## src/rtl/core/pld_pkg.sv

```systemverilog
// ----------------------------------------------------------------------------
// pld_pkg
// Shared types, codes and constants of the phone line state detector.
// ----------------------------------------------------------------------------
package pld_pkg;

  localparam int WINDOW_SHIFT = 4;
  localparam int SAMPLE_W     = 8;
  localparam int SUM_W        = SAMPLE_W + WINDOW_SHIFT;
  localparam int IDX_W        = WINDOW_SHIFT;
  localparam int CFG_IDX_W    = 3;
  localparam int CFG_DATA_W   = 8;
  localparam int REPS_W       = 5;
  localparam int QUEUE_DEPTH  = 2;
  localparam int QPTR_W       = $clog2(QUEUE_DEPTH);
  localparam int QCNT_W       = $clog2(QUEUE_DEPTH + 1);

  localparam logic [SAMPLE_W-1:0] RISE_LOW     = 8'd5;
  localparam logic [SAMPLE_W-1:0] RISE_HIGH    = 8'd50;
  localparam logic [REPS_W-1:0]   REPEAT_LIMIT = 5'd20;

  typedef enum logic [2:0] {
    CODE_ONHOOK   = 3'd0,
    CODE_NOLINE   = 3'd1,
    CODE_OFFHOOK  = 3'd2,
    CODE_RINGING  = 3'd3,
    CODE_SHUTDOWN = 3'd4
  } msg_code_t;

  typedef enum logic [1:0] {
    LINE_ONHOOK  = 2'd0,
    LINE_NOLINE  = 2'd1,
    LINE_OFFHOOK = 2'd2
  } line_t;

  typedef enum logic [CFG_IDX_W-1:0] {
    CFG_ONHOOK_LEVEL       = 3'd0,
    CFG_ONHOOK_PREV_LEVEL  = 3'd1,
    CFG_NOLINE_LEVEL       = 3'd2,
    CFG_OFFHOOK_UPPER      = 3'd3,
    CFG_OFFHOOK_PREV_LEVEL = 3'd4,
    CFG_SWING_HIGH         = 3'd5,
    CFG_SWING_LOW          = 3'd6,
    CFG_SHUTDOWN_AFTER     = 3'd7
  } cfg_idx_t;

  typedef struct packed {
    logic [7:0]        onhook_level;
    logic [7:0]        onhook_prev_level;
    logic [7:0]        noline_level;
    logic [7:0]        offhook_upper;
    logic [7:0]        offhook_prev_level;
    logic [7:0]        swing_high;
    logic [7:0]        swing_low;
    logic [REPS_W-1:0] shutdown_after;
  } cfg_t;

  // one window-end record: up to two result beats
  typedef struct packed {
    logic          two;
    logic          valid0;
    msg_code_t     code0;
    logic          stop0;
    msg_code_t     code1;
    logic          stop1;
    logic          ring_up;
    logic [7:0]    avg;
  } rec_t;

  function automatic msg_code_t line_code(line_t l);
    msg_code_t c;
    c = msg_code_t'({1'b0, l});
    return c;
  endfunction

endpackage

```

## src/rtl/core/pld_if.sv

```systemverilog
// ----------------------------------------------------------------------------
// pld_in_if / pld_out_if
// Valid/ready channels carrying samples in and status results out.
// ----------------------------------------------------------------------------
interface pld_in_if;
  logic       valid;
  logic       ready;
  logic [7:0] sample;
  logic       line_pin;
  logic       resend_request;

  modport source (output valid, output sample, output line_pin, output resend_request,
                  input ready);
  modport sink   (input valid, input sample, input line_pin, input resend_request,
                  output ready);
endinterface

interface pld_out_if;
  logic       valid;
  logic       ready;
  logic       msg_valid;
  logic [2:0] msg_code;
  logic       voice_stop;
  logic       ring_up;
  logic [7:0] window_average;
  logic       last;

  modport source (output valid, output msg_valid, output msg_code, output voice_stop,
                  output ring_up, output window_average, output last, input ready);
  modport sink   (input valid, input msg_valid, input msg_code, input voice_stop,
                  input ring_up, input window_average, input last, output ready);
endinterface

```

## src/rtl/core/pld_front.sv

```systemverilog
// ----------------------------------------------------------------------------
// pld_front
// Accumulates sample windows, tracks ring-up and classifies the line at
// each window end into a record of up to two result beats.
// ----------------------------------------------------------------------------
module pld_front (
  input  logic          clk,
  input  logic          rst_n,
  pld_in_if.sink        in_bus,
  input  pld_pkg::cfg_t cfg,
  input  logic          q_full,
  output logic          q_push,
  output pld_pkg::rec_t q_rec
);
  import pld_pkg::*;

  logic [IDX_W-1:0]  idx_r, idx_nxt;
  logic [SUM_W-1:0]  sum_r, sum_nxt, sum_c;
  logic              low_r, low_nxt, low_c;
  logic [1:0]        rise_r, rise_nxt, rise_c;
  logic [7:0]        prev_avg_r, prev_avg_nxt;
  line_t             line_r, line_nxt, line_c;
  line_t             prev_line_r, prev_line_nxt;
  logic [REPS_W-1:0] reps_r, reps_nxt, reps_c;
  logic              rung_r, rung_nxt;
  logic              resend_r, resend_nxt;

  logic       acc, wend, resend_c, ring_c, swing;
  logic [7:0] avg_c, s;
  logic       rep1, rep2;
  msg_code_t  code1;
  logic       stop2;
  msg_code_t  code2;

  assign in_bus.ready = !q_full;
  assign acc  = in_bus.valid && !q_full;
  assign s    = in_bus.sample;
  assign wend = (idx_r == {IDX_W{1'b1}});

  always_comb begin
    resend_c = resend_r | in_bus.resend_request;
    low_c  = low_r;
    rise_c = rise_r;
    if (s < RISE_LOW) begin
      low_c = 1'b1;
    end else if (low_r && (s > RISE_HIGH)) begin
      if (rise_r < 2'd2) rise_c = rise_r + 2'd1;
      low_c = 1'b0;
    end
    sum_c  = sum_r + {{WINDOW_SHIFT{1'b0}}, s};
    avg_c  = sum_c[SUM_W-1:WINDOW_SHIFT];
    ring_c = (rise_c >= 2'd2);
    swing  = ((prev_avg_r > cfg.swing_high) && (avg_c < cfg.swing_low)) ||
             ((prev_avg_r < cfg.swing_low) && (avg_c > cfg.swing_high));
    reps_c = swing ? '0 : reps_r;
    line_c = line_r;
    if (in_bus.line_pin) begin
      if ((avg_c > cfg.onhook_level) && (prev_avg_r > cfg.onhook_prev_level)) begin
        line_c = LINE_ONHOOK;
      end else if (avg_c < cfg.noline_level) begin
        reps_c = '0;
        if (prev_line_r != LINE_ONHOOK) line_c = LINE_NOLINE;
      end else if ((avg_c < cfg.offhook_upper) &&
                   (prev_avg_r > cfg.offhook_prev_level)) begin
        line_c = LINE_OFFHOOK;
        reps_c = '0;
      end
    end else begin
      reps_c = '0;
    end

    rep1  = (line_c != prev_line_r) ||
            ((line_c == LINE_NOLINE) && (prev_line_r == LINE_NOLINE)) || resend_c;
    code1 = ((reps_c > cfg.shutdown_after) && resend_c) ? CODE_SHUTDOWN : line_code(line_c);
    rep2  = (line_c == LINE_ONHOOK) && (prev_line_r == LINE_ONHOOK) &&
            (reps_c <= REPEAT_LIMIT);
    stop2 = (reps_c > cfg.shutdown_after);
    code2 = stop2 ? CODE_SHUTDOWN : CODE_ONHOOK;

    q_rec = '0;
    q_rec.ring_up = ring_c;
    q_rec.avg     = avg_c;
    q_rec.code0   = CODE_ONHOOK;
    q_rec.code1   = CODE_ONHOOK;
    if (!in_bus.line_pin) begin
      q_rec.valid0 = !rung_r;
      q_rec.code0  = rung_r ? CODE_ONHOOK : CODE_RINGING;
    end else if (rep1) begin
      q_rec.valid0 = 1'b1;
      q_rec.code0  = code1;
      q_rec.two    = rep2;
      q_rec.code1  = code2;
      q_rec.stop1  = stop2;
    end else if (rep2) begin
      q_rec.valid0 = 1'b1;
      q_rec.code0  = code2;
      q_rec.stop0  = stop2;
    end

    q_push = acc && wend;

    idx_nxt       = idx_r;
    sum_nxt       = sum_r;
    low_nxt       = low_r;
    rise_nxt      = rise_r;
    prev_avg_nxt  = prev_avg_r;
    line_nxt      = line_r;
    prev_line_nxt = prev_line_r;
    reps_nxt      = reps_r;
    rung_nxt      = rung_r;
    resend_nxt    = resend_r;
    if (acc) begin
      idx_nxt    = idx_r + {{(IDX_W-1){1'b0}}, 1'b1};
      resend_nxt = resend_c;
      if (!wend) begin
        sum_nxt  = sum_c;
        low_nxt  = low_c;
        rise_nxt = rise_c;
      end else begin
        sum_nxt  = '0;
        low_nxt  = 1'b0;
        rise_nxt = 2'd0;
        if (!in_bus.line_pin) begin
          reps_nxt = '0;
          rung_nxt = 1'b1;
        end else begin
          prev_avg_nxt  = avg_c;
          line_nxt      = line_c;
          prev_line_nxt = line_c;
          reps_nxt      = reps_c + {{(REPS_W-1){1'b0}}, rep2};
          rung_nxt      = 1'b0;
          resend_nxt    = 1'b0;
        end
      end
    end
  end

  always_ff @(posedge clk) begin
    if (!rst_n) begin
      idx_r       <= '0;
      sum_r       <= '0;
      low_r       <= 1'b0;
      rise_r      <= 2'd0;
      prev_avg_r  <= '0;
      line_r      <= LINE_NOLINE;
      prev_line_r <= LINE_NOLINE;
      reps_r      <= '0;
      rung_r      <= 1'b0;
      resend_r    <= 1'b0;
    end else begin
      idx_r       <= idx_nxt;
      sum_r       <= sum_nxt;
      low_r       <= low_nxt;
      rise_r      <= rise_nxt;
      prev_avg_r  <= prev_avg_nxt;
      line_r      <= line_nxt;
      prev_line_r <= prev_line_nxt;
      reps_r      <= reps_nxt;
      rung_r      <= rung_nxt;
      resend_r    <= resend_nxt;
    end
  end

endmodule

```

## src/rtl/core/pld_queue.sv

```systemverilog
// ----------------------------------------------------------------------------
// pld_queue
// Short record queue between the classifier and the result sequencer.
// ----------------------------------------------------------------------------
module pld_queue (
  input  logic          clk,
  input  logic          rst_n,
  input  logic          push,
  input  pld_pkg::rec_t wr_rec,
  input  logic          pop,
  output pld_pkg::rec_t head,
  output logic          full,
  output logic          empty
);
  import pld_pkg::*;

  rec_t              mem_r [QUEUE_DEPTH];
  logic [QPTR_W-1:0] wr_ptr_r, wr_ptr_nxt;
  logic [QPTR_W-1:0] rd_ptr_r, rd_ptr_nxt;
  logic [QCNT_W-1:0] cnt_r, cnt_nxt;
  logic              do_push, do_pop;

  assign full    = (cnt_r == QCNT_W'(QUEUE_DEPTH));
  assign empty   = (cnt_r == '0);
  assign head    = mem_r[rd_ptr_r];
  assign do_push = push && !full;
  assign do_pop  = pop && !empty;

  always_comb begin
    wr_ptr_nxt = wr_ptr_r;
    rd_ptr_nxt = rd_ptr_r;
    cnt_nxt    = cnt_r;
    if (do_push) begin
      wr_ptr_nxt = (wr_ptr_r == QPTR_W'(QUEUE_DEPTH - 1)) ? '0 : wr_ptr_r + QPTR_W'(1);
    end
    if (do_pop) begin
      rd_ptr_nxt = (rd_ptr_r == QPTR_W'(QUEUE_DEPTH - 1)) ? '0 : rd_ptr_r + QPTR_W'(1);
    end
    case ({do_push, do_pop})
      2'b10:   cnt_nxt = cnt_r + QCNT_W'(1);
      2'b01:   cnt_nxt = cnt_r - QCNT_W'(1);
      default: cnt_nxt = cnt_r;
    endcase
  end

  always_ff @(posedge clk) begin
    if (do_push) mem_r[wr_ptr_r] <= wr_rec;
  end

  always_ff @(posedge clk) begin
    if (!rst_n) begin
      wr_ptr_r <= '0;
      rd_ptr_r <= '0;
      cnt_r    <= '0;
    end else begin
      wr_ptr_r <= wr_ptr_nxt;
      rd_ptr_r <= rd_ptr_nxt;
      cnt_r    <= cnt_nxt;
    end
  end

endmodule

```

## src/rtl/core/pld_back.sv

```systemverilog
// ----------------------------------------------------------------------------
// pld_back
// Unpacks window-end records into result beats through an output register.
// ----------------------------------------------------------------------------
module pld_back (
  input  logic          clk,
  input  logic          rst_n,
  input  pld_pkg::rec_t head,
  input  logic          empty,
  output logic          pop,
  pld_out_if.source     out_bus
);
  import pld_pkg::*;

  logic       valid_r, valid_nxt;
  logic       phase_r, phase_nxt;
  logic       mv_r, mv_nxt;
  msg_code_t  code_r, code_nxt;
  logic       stop_r, stop_nxt;
  logic       ring_r, ring_nxt;
  logic [7:0] avg_r, avg_nxt;
  logic       last_r, last_nxt;
  logic       load;

  assign load = !valid_r || out_bus.ready;

  always_comb begin
    valid_nxt = valid_r;
    phase_nxt = phase_r;
    mv_nxt    = mv_r;
    code_nxt  = code_r;
    stop_nxt  = stop_r;
    ring_nxt  = ring_r;
    avg_nxt   = avg_r;
    last_nxt  = last_r;
    pop       = 1'b0;
    if (load) begin
      valid_nxt = !empty;
      if (!empty) begin
        ring_nxt = head.ring_up;
        avg_nxt  = head.avg;
        if (!phase_r) begin
          mv_nxt    = head.valid0;
          code_nxt  = head.code0;
          stop_nxt  = head.stop0;
          last_nxt  = !head.two;
          phase_nxt = head.two;
          pop       = !head.two;
        end else begin
          mv_nxt    = 1'b1;
          code_nxt  = head.code1;
          stop_nxt  = head.stop1;
          last_nxt  = 1'b1;
          phase_nxt = 1'b0;
          pop       = 1'b1;
        end
      end
    end
  end

  always_ff @(posedge clk) begin
    if (!rst_n) begin
      valid_r <= 1'b0;
      phase_r <= 1'b0;
    end else begin
      valid_r <= valid_nxt;
      phase_r <= phase_nxt;
    end
  end

  always_ff @(posedge clk) begin
    mv_r   <= mv_nxt;
    code_r <= code_nxt;
    stop_r <= stop_nxt;
    ring_r <= ring_nxt;
    avg_r  <= avg_nxt;
    last_r <= last_nxt;
  end

  assign out_bus.valid          = valid_r;
  assign out_bus.msg_valid      = mv_r;
  assign out_bus.msg_code       = code_r;
  assign out_bus.voice_stop     = stop_r;
  assign out_bus.ring_up        = ring_r;
  assign out_bus.window_average = avg_r;
  assign out_bus.last           = last_r;

endmodule

```

## src/rtl/core/phone_line_state_detector.sv

```systemverilog
// ----------------------------------------------------------------------------
// phone_line_state_detector
// Windowed line-voltage classifier issuing hook, line and ringing reports.
// ----------------------------------------------------------------------------
// One sample beat is taken per cycle. Samples mid-window give no result; the
// sixteenth sample of a window gives one or two result beats, the last one
// flagged by last. The classifier hands each window-end record to a two-entry
// queue, and the result sequencer drains it at one beat per cycle while the
// output accepts beats. Input stalls whenever the queue is full, mid-window
// samples included. Configuration is written through cfg_we/cfg_index/cfg_data
// while the block is idle; the user must ensure this, as the block does not.
module phone_line_state_detector (
  input  logic                                 clk,
  input  logic                                 rst_n,
  pld_in_if.sink                               in_bus,
  pld_out_if.source                            out_bus,
  input  logic                                 cfg_we,
  input  logic [pld_pkg::CFG_IDX_W-1:0]        cfg_index,
  input  logic [pld_pkg::CFG_DATA_W-1:0]       cfg_data
);
  import pld_pkg::*;

  cfg_t cfg_r, cfg_nxt;
  rec_t q_rec, q_head;
  logic q_push, q_pop, q_full, q_empty;

  always_comb begin
    cfg_nxt = cfg_r;
    if (cfg_we) begin
      case (cfg_idx_t'(cfg_index))
        CFG_ONHOOK_LEVEL:       cfg_nxt.onhook_level       = cfg_data;
        CFG_ONHOOK_PREV_LEVEL:  cfg_nxt.onhook_prev_level  = cfg_data;
        CFG_NOLINE_LEVEL:       cfg_nxt.noline_level       = cfg_data;
        CFG_OFFHOOK_UPPER:      cfg_nxt.offhook_upper      = cfg_data;
        CFG_OFFHOOK_PREV_LEVEL: cfg_nxt.offhook_prev_level = cfg_data;
        CFG_SWING_HIGH:         cfg_nxt.swing_high         = cfg_data;
        CFG_SWING_LOW:          cfg_nxt.swing_low          = cfg_data;
        CFG_SHUTDOWN_AFTER:     cfg_nxt.shutdown_after     = cfg_data[REPS_W-1:0];
        default:                cfg_nxt = cfg_r;
      endcase
    end
  end

  always_ff @(posedge clk) begin
    if (!rst_n) begin
      cfg_r.onhook_level       <= 8'd180;
      cfg_r.onhook_prev_level  <= 8'd170;
      cfg_r.noline_level       <= 8'd135;
      cfg_r.offhook_upper      <= 8'd152;
      cfg_r.offhook_prev_level <= 8'd132;
      cfg_r.swing_high         <= 8'd175;
      cfg_r.swing_low          <= 8'd40;
      cfg_r.shutdown_after     <= 5'd10;
    end else begin
      cfg_r <= cfg_nxt;
    end
  end

  pld_front u_front (
    .clk    (clk),
    .rst_n  (rst_n),
    .in_bus (in_bus),
    .cfg    (cfg_r),
    .q_full (q_full),
    .q_push (q_push),
    .q_rec  (q_rec)
  );

  pld_queue u_queue (
    .clk    (clk),
    .rst_n  (rst_n),
    .push   (q_push),
    .wr_rec (q_rec),
    .pop    (q_pop),
    .head   (q_head),
    .full   (q_full),
    .empty  (q_empty)
  );

  pld_back u_back (
    .clk     (clk),
    .rst_n   (rst_n),
    .head    (q_head),
    .empty   (q_empty),
    .pop     (q_pop),
    .out_bus (out_bus)
  );

  a_no_push_when_full: assert property (@(posedge clk) disable iff (!rst_n)
    q_push |-> !q_full)
    else $error("record pushed into full queue");

  a_no_pop_when_empty: assert property (@(posedge clk) disable iff (!rst_n)
    q_pop |-> !q_empty)
    else $error("record popped from empty queue");

  a_stop_is_shutdown: assert property (@(posedge clk) disable iff (!rst_n)
    (out_bus.valid && out_bus.voice_stop) |->
      (out_bus.msg_valid && (out_bus.msg_code == CODE_SHUTDOWN)))
    else $error("voice stop without shutdown report");

  a_empty_beat_is_last: assert property (@(posedge clk) disable iff (!rst_n)
    (out_bus.valid && !out_bus.msg_valid) |-> out_bus.last)
    else $error("beat without report not marked last");

endmodule
```

## src/flat_wrapper.sv

```systemverilog
// flat-port wrapper written by rule: the top's interface ports become plain ports
module phone_line_state_detector_flat import pld_pkg::*;
  (clk, rst_n, cfg_we, cfg_index, cfg_data, in_bus_valid, in_bus_sample, in_bus_line_pin, in_bus_resend_request, in_bus_ready, out_bus_valid, out_bus_msg_valid, out_bus_msg_code, out_bus_voice_stop, out_bus_ring_up, out_bus_window_average, out_bus_last, out_bus_ready);
  pld_in_if in_bus_i ();
  pld_out_if out_bus_i ();
  input  logic clk;
  input  logic rst_n;
  input  logic cfg_we;
  input  logic [pld_pkg::CFG_IDX_W-1:0] cfg_index;
  input  logic [pld_pkg::CFG_DATA_W-1:0] cfg_data;
  input wire logic [$bits(in_bus_i.valid)-1:0] in_bus_valid;
  input wire logic [$bits(in_bus_i.sample)-1:0] in_bus_sample;
  input wire logic [$bits(in_bus_i.line_pin)-1:0] in_bus_line_pin;
  input wire logic [$bits(in_bus_i.resend_request)-1:0] in_bus_resend_request;
  output wire logic [$bits(in_bus_i.ready)-1:0] in_bus_ready;
  output wire logic [$bits(out_bus_i.valid)-1:0] out_bus_valid;
  output wire logic [$bits(out_bus_i.msg_valid)-1:0] out_bus_msg_valid;
  output wire logic [$bits(out_bus_i.msg_code)-1:0] out_bus_msg_code;
  output wire logic [$bits(out_bus_i.voice_stop)-1:0] out_bus_voice_stop;
  output wire logic [$bits(out_bus_i.ring_up)-1:0] out_bus_ring_up;
  output wire logic [$bits(out_bus_i.window_average)-1:0] out_bus_window_average;
  output wire logic [$bits(out_bus_i.last)-1:0] out_bus_last;
  input wire logic [$bits(out_bus_i.ready)-1:0] out_bus_ready;
  assign in_bus_i.valid = in_bus_valid;
  assign in_bus_i.sample = in_bus_sample;
  assign in_bus_i.line_pin = in_bus_line_pin;
  assign in_bus_i.resend_request = in_bus_resend_request;
  assign in_bus_ready = in_bus_i.ready;
  assign out_bus_valid = out_bus_i.valid;
  assign out_bus_msg_valid = out_bus_i.msg_valid;
  assign out_bus_msg_code = out_bus_i.msg_code;
  assign out_bus_voice_stop = out_bus_i.voice_stop;
  assign out_bus_ring_up = out_bus_i.ring_up;
  assign out_bus_window_average = out_bus_i.window_average;
  assign out_bus_last = out_bus_i.last;
  assign out_bus_i.ready = out_bus_ready;
  phone_line_state_detector u_core (.clk(clk), .rst_n(rst_n), .in_bus(in_bus_i), .out_bus(out_bus_i), .cfg_we(cfg_we), .cfg_index(cfg_index), .cfg_data(cfg_data));
endmodule
```

## config.mk

```make
export PLATFORM = sky130hd
export DESIGN_NAME = phone_line_state_detector_flat
export DESIGN_NICKNAME = d
export VERILOG_FILES = /design/src/rtl/core/pld_pkg.sv /design/src/rtl/core/pld_if.sv /design/src/rtl/core/pld_front.sv /design/src/rtl/core/pld_queue.sv /design/src/rtl/core/pld_back.sv /design/src/rtl/core/phone_line_state_detector.sv /design/src/flat_wrapper.sv
export SDC_FILE = /design/constraint.sdc
export NUM_CORES = 1
export LEC_CHECK = 0
export BUFFER_PORTS_ARGS = -buffer_cell sky130_fd_sc_hd__buf_4
export CAP_MARGIN = 15
export CORE_ASPECT_RATIO = 0.5
export CORE_MARGIN = 3
export CORE_UTILIZATION = 32
export CTS_CLUSTER_SIZE = 28
export DETAILED_ROUTE_END_ITERATION = 7
export SYNTH_ARGS = -nofsm -noshare
export SYNTH_HDL_FRONTEND = slang
export SYNTH_SLANG_ARGS = --single-unit
```

## constraint.sdc

```tcl
create_clock -name clk -period 6.5 [get_ports clk]
set_clock_uncertainty 0.1 [all_clocks]
set_input_delay 0.325 -clock clk [delete_from_list [all_inputs] [get_ports clk]]
set_output_delay 0.325 -clock clk [all_outputs]
set_load 0.1 [all_outputs]
```

==> flow_metrics.py, run 1 <==
metrics = {
    "run_status": {
        "status": "completed",
    },
    "floorplanning": {
        "die-area_um2": 27600,
        "die_x_um": 232,
        "rows": 40,
        "start_util": 0.333,
        "die_h_um": 119,
        "coreArea_um2": 24500,
        "pin_count": 43,
    },
    "logic_synthesis": {
        "seq_area_frac_synth": 0.428,
        "synthMuxAreaShare": 0.0326,
        "synth_area_leaders": "dfxtp_1 (25%), edfxtp_1 (17%), ha_1 (13%)",
        "synthCells": 866,
        "yosysWarnings": 0,
        "ys_ff_latch": 151,
        "synth.cell_area_um2": 8170,
        "synth_xor_area_frac": 0.0191,
        "synth_edf_count": 47,
        "synth_compound_area_frac": 0.177,
        "yosys_most_used_dff": "dfxtp_1",
        "synth-adder-area-share": 0.131,
        "synth_top_area_frac": 0.255,
        "synth_area_per_cell_um2": 9.43,
        "synth_top_family_by_area": "compound AO/OA/AOI/OAI gates",
        "syn-num-nets": 977,
        "synth-simple-area-share": 0.167,
        "postSynth.asyncResetShare": 0,
        "synth_top_cell_by_area": "dfxtp_1",
        "synth_cell_types": 59,
    },
    "global_routing": {
        "grtUsageTotal": 0.157,
        "grt_overflow": 0,
        "grt_pass1_wl_mm": 33.8,
        "antenna_found_initial": 0,
        "grt_use_met2": 0.269,
        "grt_use_met3": 0.0299,
        "grt_pass1_vias": 6292,
        "top_usage_layer": "met2",
        "grt_max_degree": 106,
        "grtUsageMet1": 0.201,
    },
    "power": {
        "seq_power_share": 0.435,
        "ir_drop_v": 0.000197,
        "clkPwrFrac": 0.428,
        "intPower_mw": 1.68,
        "swShare": 0.270,
        "pwr-share-comb": 0.137,
        "power.switching_uw": 623,
        "p_per_area_nw_per_um2": 244,
        "power.leakage_nw": 3.89,
    },
    "sta": {
        "setup_viol": 0,
        "tns_ns": 0,
        "maxSlewHeadroom": 0.257,
        "worstMarginPinSlew_ns": 1.11,
        "rsz0062_at_grt": "false",
        "fmax_mhz": 165,
        "finalCriticalPeriod_ns": 6.04,
        "period_share": 0.930,
        "drv_slew": 0,
        "hold_violations": 0,
    },
    "route": {
        "ant_nets": 0,
        "num_vias": 6390,
        "routed_wl_mm": 21.4,
        "post_drt_wl_per_cell_um": 17.1,
        "firstDrtPassIters": 5,
        "drtIter0Drc": 412,
        "drcViolationCount": 0,
        "via_per_inst": 5.10,
    },
    "layout": {
        "final_common_cell": "nand2_1",
        "post-route-util": 0.385,
        "layout-drive-gt1-share": 0.117,
        "nets": 1015,
        "fillCellCount": 2415,
        "layout_common_cells": "nand2_1 (144), dfxtp_1 (104), ha_1 (84)",
        "area_growth_pct": 15.7,
        "diodes": 0,
    },
    "placement": {
        "routabilityCongestion": 0.887,
        "dp_hpwl_mm": 15.1,
        "portBuffers": 42,
    },
    "cts": {
        "clkTransAtPathRegs_ns": 0.07,
        "cts_tree": "built",
        "htreeDepth": 4,
        "clk_latency_ns": 0.42,
        "hold_buffers": 0,
        "cts_root_buf": "clkbuf_16",
        "clock_sinks": 151,
        "post_cts_buffers": 0,
        "numCtsBuffers": 17,
        "cts_resized": 0,
        "cts_buffer_depth": 2,
    },
    "worst_hold_path": {
        "hold_path.class": "in2reg",
    },
    "worst_setup_path": {
        "crit_required_ns": 6.61,
        "critical_path_class": "reg2reg",
        "startpoint_type": "register",
        "cp-end-kind": "register",
        "crit_fanout": 6,
        "crit_arrival_ns": 6.15,
    },
    "run": {
        "maxCapViolCount": 0,
    },
}
## critical path, cell delays in order (launching register included)
cell	delay, ns
dfxtp_1	0.38
ha_1	0.25
a21o_1	0.15
a21oi_1	0.22
nor2b_1	0.07
o21a_1	0.18
o21ai_0	0.20
nand2_1	0.09
a41oi_1	0.42
xnor2_1	0.37
buf_4	0.27
ha_1	0.29
and4_1	0.22
o211ai_1	0.11
o211a_1	0.30
nand2b_4	0.17
a211oi_2	0.31
buf_4	0.19
and2_1	0.13
ha_1	0.24
nand2_1	0.06
nor2_1	0.04
a41oi_1	0.29
a211oi_1	0.13
a211o_1	0.29
a2111oi_2	0.36
## cells in the mapped netlist (all sizes together), types with 3 or more instances
cell type / n
and4: 3
nand3: 19
xor2: 3
a22oi: 10
inv: 66
nand4: 10
and3: 6
nand2: 144
nand2b: 10
o211ai: 34
clkbuf: 32
a41oi: 3
o21a: 6
nor2: 40
nor3: 10
a21boi: 43
a21o: 17
nor2b: 35
a21oi: 30
a211oi: 10
ha: 84
a31oi: 3
edfxtp: 47
mux2: 9
a211o: 3
dfxtp: 104
a2111oi: 3
xnor2: 14
and2: 12
mux2i: 12
o21ai: 20
## layer usage
layer | wire length [µm] | vias up
met1 | 10100 | 3113
met5 | 0 | -
li1 | - | 3127
met4 | 369 | 0
met2 | 10100 | 125
met3 | 787 | 25
## sequential cells by signal (all words and copies together), names as in the netlist, 3 cells and up, named ones only
name and flops:
u_core.u_queue.mem_r 32, u_core.u_front.reps_r 5, u_core.u_front.sum_r 12, u_core.u_back.out_bus.msg_code 3, u_core.u_front.prev_avg_r 8, u_core.cfg_r 61, u_core.u_front.idx_r 4, u_core.u_back.out_bus.window_average 8
## metrics by stage
step	hold WS [ns]	std cells	total power, mW	setup slack [ns]	area [µm²]
2_1_floorplan	0.333	866	1.22	0.858	8170
3_3_place_gp	0.353	1220	1.33	0.481	8850
3_5_place_dp	0.353	1220	1.33	0.314	8850
4_1_cts	0.0605	1252	2.32	0.432	9430
5_1_grt	0.0717	1253	2.40	0.0458	9450
6_report	0.0762	1253	2.31	0.456	9450
## cell families (layout without fill, tap and decap cells)
logic type | after synthesis | after routing
buffers and inverters | 100 | 151
DFF | 151 | 151
and+or+nand+nor | 294 | 294
adders and majority gates | 85 | 85
xor gates and xnor gates | 17 | 17
muxes | 23 | 23
AOI/OAI and AO/OA | 196 | 196
## path summary, 6_finish.rpt
kind / end / depth (start not counted) / slack, ns / from
setup reg to reg: u_core.u_queue.mem_r[1][16] / 25 / 0.46 / u_core.u_front.sum_r[1]
hold / removal: u_core.u_front.resend_r / 3 / 0.08 / in_bus_resend_request
setup / recovery: u_core.u_queue.mem_r[1][16] / 25 / 0.46 / u_core.u_front.sum_r[1]
hold reg to reg: u_core.cfg_r[37] / 2 / 0.37 / u_core.cfg_r[37]
## power groups by stage
stage | logic (mW) | registers (mW) | clock network, mW
6_report | 0.315 | 1.00 | 0.986
5_1_grt | 0.347 | 1.01 | 1.05
4_1_cts | 0.314 | 1.00 | 1.01
3_5_place_dp | 0.310 | 1.02 | 0
3_3_place_gp | 0.306 | 1.02 | 0
2_1_floorplan | 0.198 | 1.02 | 0
## cell type report
| type | count | area [µm²] | area share |
|---|---|---|---|
| Tap cell | 336 | 420 | 0.0445 |
| Sequential cell | 151 | 3490 | 0.370 |
| Inverter | 67 | 251 | 0.0266 |
| Clock buffer | 18 | 429 | 0.0454 |
| Multi-Input combinational cell | 615 | 4310 | 0.456 |
| Timing Repair Buffer | 52 | 390 | 0.0413 |
| Clock inverter | 14 | 151 | 0.0160 |
Power figures use the tool's default switching activity.
==> run 2: changes to the inputs <==
--- a/config.mk
+++ b/config.mk
@@ -6,4 +6,5 @@
 export NUM_CORES = 1
 export LEC_CHECK = 0
+export ABC_AREA = 1
 export BUFFER_PORTS_ARGS = -buffer_cell sky130_fd_sc_hd__buf_4
 export CAP_MARGIN = 15
==> constraint.sdc (replaced) <==
create_clock -name clk -period 6.5 [get_ports clk]
set_clock_uncertainty 0.1 [all_clocks]
set_input_delay 0.65 -clock clk [delete_from_list [all_inputs] [get_ports clk]]
set_output_delay 0.65 -clock clk [all_outputs]
set_load 0.1 [all_outputs]
==> run 2 against run 1 <==
  * Setup slack improved by 0.88 ns
  * Sequential share of layout area rose by 1.1 points
  * Via count shrank 0.25%
  * Largest cell class unchanged
  * First-iteration DRC count grew 25%
  * Final area fell by 2.9%
  * Critical path type is now in2reg
==> flow_metrics.py, run 2 <==
metrics = {
    "run_status": {
        "status": "completed",
    },
    "logic_synthesis": {
        "yosysMostFrequentCell": "nand2_1",
        "synth_top_area_frac": 0.263,
        "seq_area_frac_synth": 0.441,
        "synthCells": 958,
        "synth_cell_types": 43,
        "syn-num-nets": 1069,
        "synth_top_cell_by_area": "dfxtp_1",
        "synth_edf_count": 47,
        "synth_area_leaders": "dfxtp_1 (26%), edfxtp_1 (18%), ha_1 (13%)",
        "synth_area_per_cell_um2": 8.27,
        "ys_top_cells_by_count": "nand2_1 (188), inv_1 (136), dfxtp_1 (104), nor2_1 (87), ha_1 (84)",
        "postSynth.asyncResetShare": 0,
        "yosysWarnings": 0,
        "synth.cell_area_um2": 7930,
        "yosys_most_used_dff": "dfxtp_1",
        "ys_ff_latch": 151,
    },
    "floorplanning": {
        "pin_count": 43,
        "die_h_um": 117,
        "die_x_um": 229,
        "rows": 40,
        "coreArea_um2": 24200,
        "start_util": 0.328,
        "die-area_um2": 26800,
    },
    "route": {
        "post_drt_wl_per_cell_um": 14.5,
        "firstDrtPassIters": 7,
        "via_per_inst": 4.71,
        "drcViolationCount": 0,
        "ant_nets": 0,
        "drtIter0Drc": 513,
        "routed_wl_mm": 19.7,
        "num_vias": 6374,
    },
    "layout": {
        "layout_common_cells": "nand2_1 (188), inv_1 (136), dfxtp_1 (104)",
        "nets": 1115,
        "area_growth_pct": 15.8,
        "layout-drive-gt1-share": 0.103,
        "largest_reg_flops": 61,
        "reg_top3": "u_core.cfg_r: 61 flops, u_core.u_queue.mem_r: 32 flops, u_core.u_front.sum_r: 12 flops",
        "diodes": 0,
        "largest_register": "u_core.cfg_r",
        "final_common_cell": "nand2_1",
        "fillCellCount": 2449,
    },
    "worst_setup_path": {
        "reg2reg_from": "u_core.u_front.sum_r[0]",
        "crit_fanout": 9,
        "critical_path_class": "in2reg",
        "r2r-end": "u_core.u_queue.mem_r[0][15]",
        "rr_worst_depth": 28,
        "rrSetupSlack_ns": 1.38,
        "crit_required_ns": 6.57,
        "crit_arrival_ns": 5.24,
        "cp_slowest_cell": "xor2_1",
        "startpoint_type": "input port",
        "cpMostUsedCell": "nand2_1",
        "cp-end-kind": "register",
        "slowest_delay_ns": 0.75,
    },
    "cts": {
        "cts_buffer_depth": 2,
        "clk_latency_ns": 0.43,
        "cts_root_buf": "clkbuf_16",
        "post_cts_buffers": 0,
        "cts_tree": "built",
        "numCtsBuffers": 17,
        "clkTransAtPathRegs_ns": 0.06,
        "htreeDepth": 4,
        "hold_buffers": 0,
        "cts_resized": 0,
        "clock_sinks": 151,
    },
    "worst_hold_path": {
        "hp-start": "u_core.u_front.resend_r",
        "hold_path.class": "reg2reg",
        "whs_path_depth": 2,
        "whs_endpoint": "u_core.u_front.resend_r",
    },
    "sta": {
        "drv_slew": 0,
        "period_share": 0.794,
        "worstMarginPinSlew_ns": 0.960,
        "setup_viol": 0,
        "hold_violations": 0,
        "rsz0062_at_grt": "false",
        "tns_ns": 0,
        "maxSlewHeadroom": 0.358,
        "finalCriticalPeriod_ns": 5.16,
        "setup_ws_ns": 1.34,
        "fmax_mhz": 194,
    },
    "global_routing": {
        "grtUsageTotal": 0.151,
        "grt_overflow": 0,
        "grt_use_met2": 0.251,
        "grt_pass1_wl_mm": 31.6,
        "antenna_found_initial": 1,
        "grt_pass1_vias": 6034,
        "grtUsageMet1": 0.200,
        "grt_use_met3": 0.0343,
        "grt_max_degree": 80,
        "top_usage_layer": "met2",
    },
    "placement": {
        "pre_cts_ws_ns": 0.933,
        "portBuffers": 42,
        "dp_hpwl_mm": 14.0,
        "routabilityCongestion": 0.872,
    },
    "power": {
        "p_per_area_nw_per_um2": 242,
        "ir_drop_v": 0.000167,
        "power.leakage_nw": 4.13,
    },
    "run": {
        "maxCapViolCount": 0,
    },
}
==> run 2: cell types whose count changed after synthesis, sizes merged, moves of 13 or more <==
cell,before,now
nand2,144,200
o21ai,20,74
nor2b,35,0
a21o,17,2
a21oi,30,83
clkbuf,32,19
a21boi,43,1
nor2,40,91
xnor2,14,1
nand3,19,34
inv,66,139
==> run 2: kinds of logic after synthesis <==
family          count (synthesis)  share of synthesized area
xor+xnor                        9                    0.00995
fa+ha+maj                      85                      0.135
flops                         151                      0.441
compound gates                202                      0.142
buf+inv                       159                     0.0759
simple gates                  352                      0.196
==> run 2: final cells by class <==
cell class	count	area (µm²)	area share
timing repair buffer	47	353	0.0385
inverter	139	522	0.0569
tap	336	420	0.0458
clock inverter	13	124	0.0135
clock buffer	19	433	0.0472
multi-input combinational	648	3830	0.417
sequential	151	3490	0.381
==> run 2: worst max path at each step <==
stage	startpoint	to	slack, ns	cells after the start
6_report	in_bus_sample[0]	u_core.u_queue.mem_r[0][15]	1.34	29
5_1_grt	in_bus_sample[0]	u_core.u_front.reps_r[4]	0.89	32
4_1_cts	in_bus_sample[0]	u_core.u_front.reps_r[4]	1.37	32
3_5_place_dp	in_bus_sample[0]	u_core.u_queue.mem_r[0][15]	0.93	29
3_3_place_gp	in_bus_sample[0]	u_core.u_queue.mem_r[0][14]	1.05	29
2_1_floorplan	in_bus_sample[0]	u_core.u_queue.mem_r[0][14]	1.74	31
==> run 2: power by group <==
part,leakage [nW],switching (mW),internal [mW],total [mW]
sequential,1.30,0.00923,0.993,1.00
clock,0.270,0.409,0.531,0.940
combinational,2.56,0.186,0.0945,0.281
total,4.13,0.604,1.62,2.22
==> run 2: per-stage QoR <==
stage / util / hold slack [ns] / cells / total power, mW / instance area (µm²)
floorplan: - / 0.326 / 958 / 1.20 / 7930
global placement: 0.357 / 0.334 / 1321 / 1.29 / 8620
detailed placement: 0.357 / 0.341 / 1321 / 1.30 / 8620
CTS: 0.380 / 0.351 / 1353 / 2.24 / 9180
global route: 0.380 / 0.383 / 1353 / 2.33 / 9180
finish: 0.380 / 0.349 / 1353 / 2.22 / 9180
==> run 2: critical path, delay by kind of cell <==
| family | cells | cell delay [ns] |
|---|---|---|
| compound gates | 5 | 0.56 |
| xor+xnor | 1 | 0.75 |
| fa+ha+maj | 4 | 1.28 |
| buf+inv | 2 | 0.18 |
| simple gates | 17 | 1.81 |
==> run 2: metal layers <==
| metal | share of wire | wire [µm] | vias up |
|---|---|---|---|
| met3 | 0.058 | 1140 | 21 |
| met1 | 0.48 | 9460 | 2932 |
| met2 | 0.45 | 8780 | 130 |
| met4 | 0.014 | 282 | 0 |
| met5 | 0 | 0 | - |
| li1 | - | - | 3291 |
==> run 3: changes to the inputs <==
- clock period: 6.5 -> 4.5 ns (I/O delays scaled with it)
==> run 3 against run 2 <==
  * Sequential power grew 45%
  * Final cell count up 6.1%
  * Utilization is 4.3 points higher
  * Non-clock buffer count up 82
  * First-iteration DRC count fell by 27%
  * Critical path type is now reg2reg
  * Largest power group is now the clock network
  * Highest routed layer unchanged
==> flow_metrics.py, run 3 (synthesis results as in run 2) <==
metrics = {
    "run_status": {
        "status": "completed",
    },
    "cts": {
        "cts_buffer_depth": 2,
        "hold_buffers": 0,
        "cts_tree": "built",
        "cts_root_buf": "clkbuf_16",
        "numCtsBuffers": 17,
        "htreeDepth": 4,
        "clock_sinks": 151,
        "clk_latency_ns": 0.43,
        "clkTransAtPathRegs_ns": 0.07,
    },
    "global_routing": {
        "grt_pass1_vias": 6492,
        "grt_max_degree": 80,
        "grt_pass1_wl_mm": 32.5,
        "antenna_found_initial": 0,
        "grtUsageTotal": 0.155,
        "grt_overflow": 0,
    },
    "worst_setup_path": {
        "critical_path_buf_inv_count": 4,
        "r2r-end": "u_core.u_front.reps_r[2]",
        "cp_slowest_cell": "fa_2",
        "rrSetupSlack_ns": 0.08,
        "crit_arrival_ns": 4.64,
        "startpoint_type": "register",
        "rr_worst_depth": 33,
        "critical_path_class": "reg2reg",
        "reg2reg_from": "u_core.u_front.sum_r[0]",
        "crit_required_ns": 4.72,
        "cpMostUsedCell": "nand2_2",
        "cp_top_family": "simple AND/OR/NAND/NOR gates",
        "crit_fanout": 7,
        "cp-end-kind": "register",
        "slowest_delay_ns": 0.36,
    },
    "sta": {
        "worstMarginPinSlew_ns": 0.991,
        "drv_slew": 0,
        "maxSlewHeadroom": 0.337,
        "setup_viol": 0,
        "rsz0062_at_grt": "true",
        "hold_violations": 0,
        "finalCriticalPeriod_ns": 4.42,
        "period_share": 0.983,
        "fmax_mhz": 226,
        "whs_ns": 0.199,
    },
    "power": {
        "ir_drop_v": 0.000270,
        "power.leakage_nw": 4.63,
        "power.switching_uw": 921,
        "clkPwrFrac": 0.441,
        "power_mw": 3.53,
        "intPower_mw": 2.61,
        "seq_power_share": 0.411,
        "p_per_area_nw_per_um2": 346,
        "swShare": 0.261,
        "pwr-share-comb": 0.149,
    },
    "floorplanning": {
        "rows": 40,
        "die_x_um": 229,
        "pin_count": 43,
        "start_util": 0.328,
        "coreArea_um2": 24200,
        "die_h_um": 117,
        "die-area_um2": 26800,
    },
    "placement": {
        "routabilityCongestion": 0.875,
        "portBuffers": 42,
        "place_area_um2": 9060,
        "dp.cells": 1378,
        "dp_hpwl_mm": 14.7,
    },
    "worst_hold_path": {
        "whs_endpoint": "u_core.u_front.resend_r",
        "whs_path_depth": 3,
        "hold_path.class": "in2reg",
        "hp-start": "in_bus_resend_request",
    },
    "layout": {
        "largest_register": "u_core.cfg_r",
        "layout-drive-gt1-share": 0.217,
        "diodes": 0,
        "largest_reg_flops": 61,
        "nets": 1197,
        "fillCellCount": 2306,
        "reg_top3": "u_core.cfg_r: 61 flops, u_core.u_queue.mem_r: 32 flops, u_core.u_front.sum_r: 12 flops",
        "post-route-util": 0.422,
        "final_common_cell": "nand2_1",
        "layout_common_cells": "nand2_1 (179), inv_1 (127), buf_4 (123)",
        "final-instance-count-excl-fill": 1435,
        "area_growth_pct": 28.9,
        "final_area_um2": 10200,
    },
    "route": {
        "drtIter0Drc": 377,
        "routed_wl_mm": 21.0,
        "post_drt_wl_per_cell_um": 14.6,
        "ant_nets": 0,
        "num_vias": 6762,
        "drcViolationCount": 0,
        "firstDrtPassIters": 7,
        "via_per_inst": 4.71,
    },
    "run": {
        "maxCapViolCount": 0,
    },
}
run 3: through the flow:
stage / TNS, ns / worst slack (ns)
floorplan: 0 / 0.00799
global placement: -3.58 / -0.290
detailed placement: -5.83 / -0.431
CTS: -0.0801 / -0.0225
global route: -1.97 / -0.211
finish: 0 / 0.0764
run 3: worst max path at each step:
stage                            start                           to  slack (ns)  cells after the start
2_1_floorplan         in_bus_sample[0]  u_core.u_queue.mem_r[0][14]       0.008                     31
3_3_place_gp          in_bus_sample[0]     u_core.u_front.reps_r[4]       -0.29                     34
3_5_place_dp          in_bus_sample[0]     u_core.u_front.reps_r[4]       -0.43                     34
4_1_cts        u_core.u_front.sum_r[0]  u_core.u_queue.mem_r[0][14]       -0.02                     31
5_1_grt        u_core.u_front.sum_r[0]     u_core.u_front.reps_r[4]       -0.21                     35
6_report       u_core.u_front.sum_r[0]     u_core.u_front.reps_r[2]        0.08                     33
run 3: cell type report:
cell class | instances | area, µm² | area share
clock buffer | 19 | 443 | 0.0434
sequential | 151 | 3490 | 0.342
timing repair buffer | 129 | 1010 | 0.0988
inverter | 139 | 524 | 0.0513
clock inverter | 13 | 193 | 0.0189
multi-input combinational | 648 | 4130 | 0.404
tap | 336 | 420 | 0.0412
run 3: worst reg2reg max path: cells and delay by family, from the launching register on:
family | cells | cell delay, ns
buf+inv | 4 | 0.37
fa+ha+maj | 5 | 1.09
compound gates | 6 | 0.76
simple gates | 16 | 1.38
flops | 1 | 0.34
xor+xnor | 2 | 0.28
run 3: what timing repair did:
item,in CTS,in global routing
endpoints found under the setup margin,13,19
pin swaps,32,29
buffers inserted,19,6
resized for setup,30,40
run 3: routing by layer:
| layer | up-vias | wire (µm) | part of all wire | GRT usage |
|---|---|---|---|---|
| li1 | 3455 | - | - | - |
| met1 | 3172 | 10000 | 0.48 | 0.195 |
| met2 | 105 | 9970 | 0.48 | 0.269 |
| met3 | 30 | 691 | 0.033 | 0.0307 |
| met4 | 0 | 310 | 0.015 | 0.0600 |
| met5 | - | 0 | 0 | 0 |
run 3: power by group through the flow:
stage                     logic, mW  clock network (mW)  registers [mW]
after floorplan               0.267                   0            1.48
after global placement        0.466                   0            1.48
after detailed placement      0.480                   0            1.48
after CTS                     0.506                1.58            1.45
after global routing          0.583                1.65            1.45
final                         0.525                1.56            1.45
